### src/rtl/quaternion_multiply_normalize_top_defines.svh
// Assertion macros for the quaternion normalizer top level.
`ifndef QUATERNION_MULTIPLY_NORMALIZE_TOP_DEFINES_SVH
`define QUATERNION_MULTIPLY_NORMALIZE_TOP_DEFINES_SVH
`ifndef SYNTHESIS
`define QMN_ASSERT_NOW(label, clk, rst, ante, cons) \
  label: assert property (@(posedge clk) disable iff (rst) (ante) |-> (cons)) \
    else $error("qmn assertion failed");
`define QMN_ASSERT_NEXT(label, clk, rst, ante, cons) \
  label: assert property (@(posedge clk) disable iff (rst) (ante) |=> (cons)) \
    else $error("qmn assertion failed");
`else
`define QMN_ASSERT_NOW(label, clk, rst, ante, cons)
`define QMN_ASSERT_NEXT(label, clk, rst, ante, cons)
`endif
`endif

### src/rtl/qmn_pkg.sv
// Types and constants of the quaternion multiply and normalize block.
package qmn_pkg;
  localparam int CompW    = 16;   // Q1.15 component
  localparam int ProdW    = 32;   // one partial product
  localparam int PW       = 34;   // Hamilton product component, signed
  localparam int MagW     = 33;   // magnitude of a product component
  localparam int SW       = 65;   // sum of squares, up to 2^64
  localparam int RootW    = 33;   // floor(sqrt(S)), up to 2^32
  localparam int RemW     = 34;   // square root remainder
  localparam int QW       = 16;   // quotient bits
  localparam int FracBits = 15;
  localparam int DivW     = MagW + FracBits;
  localparam int SqStages  = (SW + 1) / 2;
  localparam int DivStages = QW;
  localparam int FrontStages = 6;
  localparam int Latency = FrontStages + SqStages + DivStages + 1;

  typedef logic signed [CompW-1:0] comp_t;
  typedef logic [MagW-1:0]  mag_t;
  typedef logic [RootW-1:0] root_t;
  typedef logic [QW-1:0]    quot_t;
endpackage

### src/rtl/qmn_div.sv
// Pipelined restoring divider: (mag << 15) / len, one quotient bit per stage.
module qmn_div (
  input  logic                      clk,
  input  logic                      en,
  input  logic [qmn_pkg::MagW-1:0]  mag,
  input  logic [qmn_pkg::RootW-1:0] len,
  output logic [qmn_pkg::QW-1:0]    quot
);
  import qmn_pkg::*;

  logic [DivW-1:0]  rem_r [DivStages];
  logic [RootW-1:0] dv_r  [DivStages];
  logic [QW-1:0]    q_r   [DivStages];

  for (genvar k = 0; k < DivStages; k++) begin : g_stage
    logic [DivW-1:0]  rem_in;
    logic [RootW-1:0] dv_in;
    logic [QW-1:0]    q_in;
    logic [DivW-1:0]  shifted;
    if (k == 0) begin : g_first
      assign rem_in = {mag, FracBits'(0)};
      assign dv_in  = len;
      assign q_in   = '0;
    end else begin : g_rest
      assign rem_in = rem_r[k-1];
      assign dv_in  = dv_r[k-1];
      assign q_in   = q_r[k-1];
    end
    assign shifted = DivW'(dv_in) << (QW - 1 - k);
    always_ff @(posedge clk) begin
      if (en) begin
        dv_r[k] <= dv_in;
        if (rem_in >= shifted) begin
          rem_r[k] <= rem_in - shifted;
          q_r[k]   <= q_in | (QW'(1) << (QW - 1 - k));
        end else begin
          rem_r[k] <= rem_in;
          q_r[k]   <= q_in;
        end
      end
    end
  end

  assign quot = q_r[DivStages-1];
endmodule

### config.mk
export PLATFORM = sky130hd
export DESIGN_NAME = qmn_div
export DESIGN_NICKNAME = d
export VERILOG_FILES = /design/src/rtl/quaternion_multiply_normalize_top_defines.svh /design/src/rtl/qmn_pkg.sv /design/src/rtl/qmn_div.sv
export SDC_FILE = /design/constraint.sdc
export NUM_CORES = 2
export LEC_CHECK = 0
export BUFFER_PORTS_ARGS = -buffer_cell sky130_fd_sc_hd__clkbuf_2
export CORE_ASPECT_RATIO = 0.9
export CORE_MARGIN = 3
export CORE_UTILIZATION = 55
export CTS_CLUSTER_DIAMETER = 120
export DETAILED_ROUTE_END_ITERATION = 10
export PLACE_DENSITY = 0.82
export SYNTH_ARGS = -nofsm -noshare
export SYNTH_HDL_FRONTEND = slang
export SYNTH_SLANG_ARGS = --single-unit
### constraint.sdc
create_clock -name clk -period 3.5 [get_ports clk]
set_input_delay 0.35 -clock clk [delete_from_list [all_inputs] [get_ports clk]]
set_output_delay 0.35 -clock clk [all_outputs]
set_load 0.02 [all_outputs]
==> flow_metrics.tcl <==
set metrics [dict create \
    worstSetupPathType "flop to flop" \
    dr.pass1.iters 7 \
    post-route-min-period_ps 3680 \
    synth.avg_cell_area_um2 10.4 \
    relSlewSlack_pct 25.4 \
    cp.arrival_ps 4180 \
    cts_tree "done" \
    slowest_stage "a311o_2" \
    netlist_area_um2 72900 \
    grt_pass1_wl_mm 286 \
    vias_per_cell 5.75 \
    cp_num_cells 13 \
    min_path_type "primary input to flop" \
    grt_usage_pct 26.0 \
    worst_slew_pin_slew_ps 1120 \
    fin_nets 8655 \
    worstHoldPathCells 4 \
    hold_viol 0 \
    io_pins 84 \
    slowest_delay_ps 460 \
    fmax_ghz 0.272 \
    drtIter0Drc 3608 \
    status "finished with violations" \
    clkTransAtPathRegs_ps 50 \
    rr_worst_depth 13 \
    grt_start_max_net_pins 189 \
    synth_edf_count 1231 \
    p_leak_uw 0.0376 \
    rsz0062_at_grt "true" \
    syn_nets 7589 \
    power_density_nw_per_um2 809 \
    yosysWarnings 0 \
    wl_per_cell_um 18.9 \
    cap_violations 0 \
    cts-root-buf "clkbuf_16" \
    setup_viol 36 \
    holdWs_ps 63.7 \
    finalMaxSlewViolations 0 \
    drc 0 \
    violations "negative setup slack" \
    grt_antenna_before_repair 1 \
    row_count 126 \
    synthCells 6979 \
    start_util_pct 55.5 \
    vias 56800 \
    crit_buf_inv 1 \
    grt_pass1_vias 58000 \
    peakVddDrop_uv 610 \
    floorplan.die.height_um 351 \
    port-buffer-count 83 \
    cp-end-kind "flop" \
    period_share_pct 105 \
    worstPathMaxFanout 4 \
    cp_data_required_time_ps 4000 \
    gp_congestion 1.07 \
    fin_tns_setup_ps -1890 \
    async_reset_ff_share_pct 0 \
    ys_seq_area_share_pct 50.7 \
    numClockSinks 1231 \
    startpoint_type "flop" \
    drt.antenna.violating_nets 0 \
    cts_buffer_depth 3 \
    dieArea_um2 137000 \
    fin_ws_ps -178 \
    synth.distinct_cells 95 \
    cts_made_buffers 135 \
    overflow 0 \
    synthFlopType "edfxtp_1" \
    clock_latency_ps 770 \
    design.core.area_um2 131000 \
    fin_skew_ps 19.3 \
    path_cells "inv_1, ha_2, a2111oi_4, o21a_1, nor3_2, a311o_1, a311o_2, a21oi_2, o21ba_4, o21bai_4, a31o_1, nor3b_2, mux2_4" \
    critPathTopFamily "compound AO/OA/AOI/OAI gates" \
    hpwl_mm 134 \
    synthToLayoutAreaGrowth_pct 23.3 \
    wirelength_mm 186 \
    drive_gt1_share_pct 20.7 \
    htree_levels 4 \
    ys_seq_elements 1231 \
    die_w_um 390 \
]
## cell usage after synthesis (all sizes together) (52+ instances only)
master | n | area share [%]
nor2b | 81 | 0.70
clkbuf | 177 | 0.91
nor4 | 52 | 0.45
nor3 | 107 | 0.76
nand2b | 97 | 0.83
nand3 | 125 | 0.86
o21bai | 68 | 0.70
inv | 662 | 3.4
a21oi | 550 | 3.8
ha | 527 | 9.0
a21o | 297 | 3.1
a31oi | 60 | 0.52
nand2 | 652 | 3.4
and3 | 60 | 0.52
nand4 | 93 | 0.80
xnor2 | 282 | 3.4
nor2 | 441 | 2.3
o21ai | 574 | 3.9
edfxtp | 1231 | 51
xor2 | 233 | 2.8
## final timing paths
path,to,from,slack [ps]
max,rem_r[0][335],dv_r[0][172],-180
min,rem_r[0][31],mag[16],60
max reg2reg,rem_r[0][335],dv_r[0][172],-180
min reg2reg,q_r[0][76],q_r[0][60],410
## layer usage
layer	vias to the layer above	GRT usage (%)	share of wire, %
met5	-	0	0
met4	0	18.6	7.9
met3	716	3.26	3.6
met2	1850	51.5	54
met1	26800	24.4	34
li1	27400	-	-
## cell type report
type,instances,area (um^2)
clock inverter,71,712
multi-input combinational,4871,34700
fill,9255,41500
antenna,2,5.00
clock buffer,168,3520
inverter,662,2490
tap,1728,2160
sequential,1231,37000
timing repair buffer,1144,9250
## timing repair
action / in CTS / in global routing
gates cloned: 4 / 5
endpoints found under the hold margin: 75 / 0
hold buffers: 65 / 0
setup buffers: 31 / 80
pin swaps: 76 / 161
setup endpoints to repair: 357 / 465
resized for setup: 173 / 329
## flip-flops by register name (all words and copies together), names as in the netlist
name	count
q_r	136
dv_r	495
rem_r	600
## where the power goes
| group | switching, uW | internal (uW) | leakage [uW] |
|---|---|---|---|
| clock network | 5850 | 7870 | 0.00206 |
| registers | 2340 | 21600 | 0.0119 |
| logic | 18800 | 16200 | 0.0236 |
## stage by stage
stage / setup slack, ps / std cells / cell area, um^2 / util [%] / power (uW)
after floorplan: 28.5 / 6979 / 72900 / - / 44500
after global placement: -415 / 9462 / 81700 / 62.2 / 54700
after detailed placement: -457 / 9462 / 81700 / 62.2 / 55800
after CTS: -81.6 / 9797 / 87600 / 66.7 / 70500
after global routing: -259 / 9875 / 89800 / 68.4 / 77300
final: -178 / 9877 / 89800 / 68.4 / 72700
## worst reg2reg max path, cell delays in order, from the launching register on
cell,delay [ps]
edfxtp_1,400
inv_1,90
ha_2,290
a2111oi_4,350
o21a_1,200
nor3_2,60
a311o_1,370
a311o_2,460
a21oi_2,200
o21ba_4,190
o21bai_4,60
a31o_1,230
nor3b_2,200
mux2_4,320
## cell families after synthesis
| kind of cell | share of synthesized area (%) |
|---|---|
| adder cells (fa/ha/maj) | 9.46 |
| XOR/XNOR | 6.19 |
| multiplexers | 0.857 |
| flip-flops | 50.7 |
| AO/OA/AOI/OAI | 16.1 |
| buffers and inverters | 4.59 |
| AND/OR/NAND/NOR | 12.1 |
## layout by cell type, fill, tap and decap left out, types with 32 or more instances in the layout
cell type and instances:
edfxtp_1 1231, o21bai_1 64, a31oi_1 42, nor2_1 426, a21oi_1 507, nor2b_1 71, and3_1 59, a21o_1 297
clkbuf_2 82, mux2_2 46, o21a_1 46, clkbuf_1 32, nand2_1 624, buf_4 928, clkbuf_16 141, o21ai_1 46
dlygate4sd3_1 65, nor4_1 39, nand2b_1 94, nor3_1 90, inv_1 651, ha_1 494, xor2_1 232, xnor2_1 278
nand3_1 119, buf_12 35, nand4_1 93, o21ai_0 502
No activity file was read; power rests on OpenSTA's default activity.
