===== src/rtl/quaternion_multiply_normalize_top_defines.svh =====
// Assertion macros for the quaternion normalizer top level.
`ifndef QUATERNION_MULTIPLY_NORMALIZE_TOP_DEFINES_SVH
`define QUATERNION_MULTIPLY_NORMALIZE_TOP_DEFINES_SVH
`ifndef SYNTHESIS
`define QMN_ASSERT_NOW(label, clk, rst, ante, cons) \
  label: assert property (@(posedge clk) disable iff (rst) (ante) |-> (cons)) \
    else $error("qmn assertion failed");
`define QMN_ASSERT_NEXT(label, clk, rst, ante, cons) \
  label: assert property (@(posedge clk) disable iff (rst) (ante) |=> (cons)) \
    else $error("qmn assertion failed");
`else
`define QMN_ASSERT_NOW(label, clk, rst, ante, cons)
`define QMN_ASSERT_NEXT(label, clk, rst, ante, cons)
`endif
`endif


===== src/rtl/qmn_pkg.sv =====
// Types and constants of the quaternion multiply and normalize block.
package qmn_pkg;
  localparam int CompW    = 16;   // Q1.15 component
  localparam int ProdW    = 32;   // one partial product
  localparam int PW       = 34;   // Hamilton product component, signed
  localparam int MagW     = 33;   // magnitude of a product component
  localparam int SW       = 65;   // sum of squares, up to 2^64
  localparam int RootW    = 33;   // floor(sqrt(S)), up to 2^32
  localparam int RemW     = 34;   // square root remainder
  localparam int QW       = 16;   // quotient bits
  localparam int FracBits = 15;
  localparam int DivW     = MagW + FracBits;
  localparam int SqStages  = (SW + 1) / 2;
  localparam int DivStages = QW;
  localparam int FrontStages = 6;
  localparam int Latency = FrontStages + SqStages + DivStages + 1;

  typedef logic signed [CompW-1:0] comp_t;
  typedef logic [MagW-1:0]  mag_t;
  typedef logic [RootW-1:0] root_t;
  typedef logic [QW-1:0]    quot_t;
endpackage


===== src/rtl/qmn_isqrt.sv =====
// Pipelined integer square root, one root bit per stage.
module qmn_isqrt (
  input  logic                     clk,
  input  logic                     en,
  input  logic [qmn_pkg::SW-1:0]   s,
  output logic [qmn_pkg::RootW-1:0] root
);
  import qmn_pkg::*;

  logic [SW-1:0]    s_r  [SqStages];
  logic [RootW-1:0] rt_r [SqStages];
  logic [RemW-1:0]  rm_r [SqStages];

  for (genvar i = 0; i < SqStages; i++) begin : g_stage
    logic [SW-1:0]    s_in;
    logic [RootW-1:0] rt_in;
    logic [RemW-1:0]  rm_in;
    logic [SW:0]      s_ext;
    logic [RemW+1:0]  trial_rem;
    logic [RemW+1:0]  trial_sub;
    if (i == 0) begin : g_first
      assign s_in  = s;
      assign rt_in = '0;
      assign rm_in = '0;
    end else begin : g_rest
      assign s_in  = s_r[i-1];
      assign rt_in = rt_r[i-1];
      assign rm_in = rm_r[i-1];
    end
    assign s_ext     = {1'b0, s_in};
    assign trial_rem = {rm_in, s_ext[SW-2*i -: 2]};
    assign trial_sub = {1'b0, rt_in, 2'b01};
    always_ff @(posedge clk) begin
      if (en) begin
        s_r[i] <= s_in;
        if (trial_rem >= trial_sub) begin
          rm_r[i] <= RemW'(trial_rem - trial_sub);
          rt_r[i] <= {rt_in[RootW-2:0], 1'b1};
        end else begin
          rm_r[i] <= RemW'(trial_rem);
          rt_r[i] <= {rt_in[RootW-2:0], 1'b0};
        end
      end
    end
  end

  assign root = rt_r[SqStages-1];
endmodule


===== config.mk =====
export PLATFORM = sky130hd
export DESIGN_NAME = qmn_isqrt
export DESIGN_NICKNAME = d
export VERILOG_FILES = /design/src/rtl/quaternion_multiply_normalize_top_defines.svh /design/src/rtl/qmn_pkg.sv /design/src/rtl/qmn_isqrt.sv
export SDC_FILE = /design/constraint.sdc
export NUM_CORES = 2
export LEC_CHECK = 0
export BUFFER_PORTS_ARGS = -buffer_cell sky130_fd_sc_hd__buf_2
export CAP_MARGIN = 20
export CORE_ASPECT_RATIO = 1.5
export CORE_MARGIN = 10
export CORE_UTILIZATION = 65
export DETAILED_ROUTE_END_ITERATION = 7
export GPL_TIMING_DRIVEN = 0
export PLACE_DENSITY = 0.79
export SYNTH_ARGS = -nofsm -noshare
export SYNTH_HDL_FRONTEND = slang
export SYNTH_MEMORY_MAX_BITS = 65536
export SYNTH_SLANG_ARGS = --single-unit
export TNS_END_PERCENT = 20

===== constraint.sdc =====
create_clock -name clk -period 8.4 [get_ports clk]
set_input_delay 1.68 -clock clk [delete_from_list [all_inputs] [get_ports clk]]
set_output_delay 1.68 -clock clk [all_outputs]
set_load 0.02 [all_outputs]

==> results.cfg <==
[worst_setup_path]
cp_top_family = buffers and inverters
crit_slowest_cell = a221oi_1
critPathKind = in -> reg
start_kind = input port
path_max_fanout = 140
crit_buf_inv = 7
required_ps = 8950
crit_path_start = en
crit_arrival_ps = 7030
timing.rr.start = s_r[0][1952]$_DFFE_PP_
worst_path_largest_cell_delay_ps = 1040
worstPathCellList = buf_8, buf_16, clkbuf_1, buf_16, clkbuf_2, nand3_1, inv_1, o311ai_0, a221oi_1, clkbuf_1, mux2i_1, nor2_1
end_kind = flop

[placed_design]
port_buffers = 99
dp_hpwl_um = 209000
gp_congestion = 0.987

[worst_hold_path]
hp-class = reg -> reg
worstHoldStart = s_r[0][724]$_DFFE_PP_

[clock_tree]
clk_pin_slew_ps = 70
ctsHtreeMaxLevel = 4
numCtsBuffers = 237
clock_path_buffers = 4
cts_setup_buffers = 0
hold_buffers = 0
root_buffer = clkbuf_16
cts_sinks = 2650
clk_latency_ps = 900
cts_tree = yes
cts_resized = 0

[timing]
worstMarginPinSlew_ps = 1240
timing.final.crit_period_ps = 6480
fin_skew_ps = 79.8
drv_slew = 0
period_share = 0.771
setup_total_negative_slack_ps = 0
finalSetupViolCount = 0
relSlewSlack = 0.170
hold_viol = 0
fmax_mhz = 154
rsz0062_at_grt = no

[status]
status = completed

[routing]
routedWlPerCell_um = 22.4
postRouteWirelength_um = 284000
postRouteAntennaNets = 0
dr.pass1.iters = 6
route.detailed.drc = 0
vias = 77000
first_iter_violations = 6167
via_per_inst = 6.07

[global_route]
grt_pass1_vias = 77700
grt_pass1_wl_um = 436000
grt_max_degree = 146
antenna_found_initial = 7
grt_use_total = 0.269
overflow = 0

[finish]
nets = 10700
area_delta_synth_final_pct = 9.63
fin_util = 0.715
final_cell_mix = edfxtp_1 (2649), inv_1 (769), nand2_1 (679), ha_1 (595), o21ai_0 (572)
nFillCells = 12400
mostFrequentLayoutCell = edfxtp_1
drive_gt1_frac = 0.0658

[synthesis]
synth_cell_type_count = 81
yosysWarnings = 0
syn_inst = 9641
netlist_area_um2 = 124000
async_flop_share = 0
ys_ff_latch = 2650
seq_area_frac_synth = 0.642
synth_edf_count = 2649
syn-num-nets = 10300
syn_area_per_cell_um2 = 12.9
synth_area_leaders = edfxtp_1 (64%), ha_1 (6.0%), xor2_1 (3.0%), xnor2_1 (3.0%), inv_1 (2.3%)
yosys.area.top_type_share = 0.641
ys.flop_type = edfxtp_1
synth_largest_area_cell = edfxtp_1

[power_and_ir_drop]
power_density_nw_per_um2 = 267
vdd_drop_max_mv = 0.204
p_leak_nw = 52.0

[floorplan]
dieArea_um2 = 209000
die_x_um = 377
rows = 196
core_area_um2 = 190000
ioPinCount = 100
start_util = 0.652
die_y_um = 555

[job]
max_cap_violations = 0
[layer usage]
metal	up-vias	share of wire	track usage
li1	36400	-	-
met1	37200	0.35	0.287
met2	2489	0.54	0.501
met3	907	0.046	0.0328
met4	0	0.071	0.166
met5	-	0	0
[per-stage QoR]
stage	power [mW]	cells	hold slack [ps]	area [um^2]	worst slack, ps
6_report	36.3	12700	398	136000	1920
5_1_grt	38.0	12700	403	136000	1800
4_1_cts	36.5	12700	399	136000	2010
3_5_place_dp	25.8	12200	405	128000	1060
3_3_place_gp	25.7	12200	400	128000	-14410
2_1_floorplan	23.3	9641	400	124000	3830
[final cells by class]
class                           instances  area (um^2)  area share
Multi-Input combinational cell       6004        40700       0.300
Tap cell                             2475         3100      0.0228
Antenna cell                            6         15.0    0.000110
Inverter                              771         2890      0.0213
Clock buffer                          274         6070      0.0446
Timing Repair Buffer                  132         1190     0.00876
Clock inverter                        154         1500      0.0110
Buffer                                216          878     0.00646
Sequential cell                      2650        79600       0.585
[power breakdown]
| group | total (mW) | internal, mW | switching [mW] |
|---|---|---|---|
| Clock | 10.7 | 5.88 | 4.78 |
| Combinational | 7.84 | 3.20 | 4.64 |
| Sequential | 17.8 | 16.7 | 1.13 |
[kinds of logic (layout without fill, tap and decap cells)]
kind of cell    count (synthesis)  count (layout)  share of synthesized area
xor+xnor                      848             848                     0.0599
mux                            96              96                    0.00847
other cells                     0               6                          0
simple gates                 2511            2511                      0.101
buf+inv                       987            1547                     0.0300
flops                        2650            2650                      0.642
fa+ha+maj                     595             595                     0.0600
compound gates               1954            1954                     0.0986
[worst reg2reg max path, cell delays in order (launching register included)]
cell	delay (ps)
edfxtp_1	490
inv_1	130
ha_1	250
nand2b_1	190
a21oi_1	280
o21ai_0	210
a311oi_1	840
a41o_1	250
a21oi_1	160
o21ai_1	690
clkbuf_1	750
clkbuf_1	630
a21oi_1	190
[final timing paths]
| path | to | slack (ps) | depth (start not counted) |
|---|---|---|---|
| hold / removal | s_r[0][789]$_DFFE_PP_ | 400 | 0 |
| setup / recovery | rm_r[23][19]$_DFFE_PP_ | 1920 | 12 |
| hold reg to reg | s_r[0][789]$_DFFE_PP_ | 400 | 0 |
| setup reg to reg | rm_r[31][28]$_DFFE_PP_ | 3040 | 12 |
[state kept, by name (all words and copies together) (netlist names)]
name	count
rt_r	561
rm_r	1033
s_r	1056
[synthesized netlist by cell type, types with 13 or more instances]
library cell / number
o21bai_1: 69
clkbuf_1: 204
nor4_1: 127
inv_1: 769
nor4b_1: 33
o31a_1: 16
mux2i_1: 25
o2111ai_1: 13
o21a_1: 124
nand3b_1: 24
ha_1: 595
mux2_2: 71
xor2_1: 425
a2111oi_0: 16
o211ai_1: 28
xnor2_1: 423
or4_1: 59
or3_1: 108
a311oi_1: 13
nor2_1: 516
and4_1: 23
a21boi_0: 20
a211oi_1: 54
nand4_1: 90
nand2b_1: 129
a21oi_1: 501
or2_2: 46
nor3_1: 244
nand2_1: 679
o21ai_0: 572
a21o_1: 269
nor2b_1: 72
edfxtp_1: 2649
a211o_1: 20
nand3_1: 177
and2_1: 66
nor3b_1: 16
and3_1: 63
o31ai_1: 63
a31oi_1: 52
(Power assumes the default switching activity.)
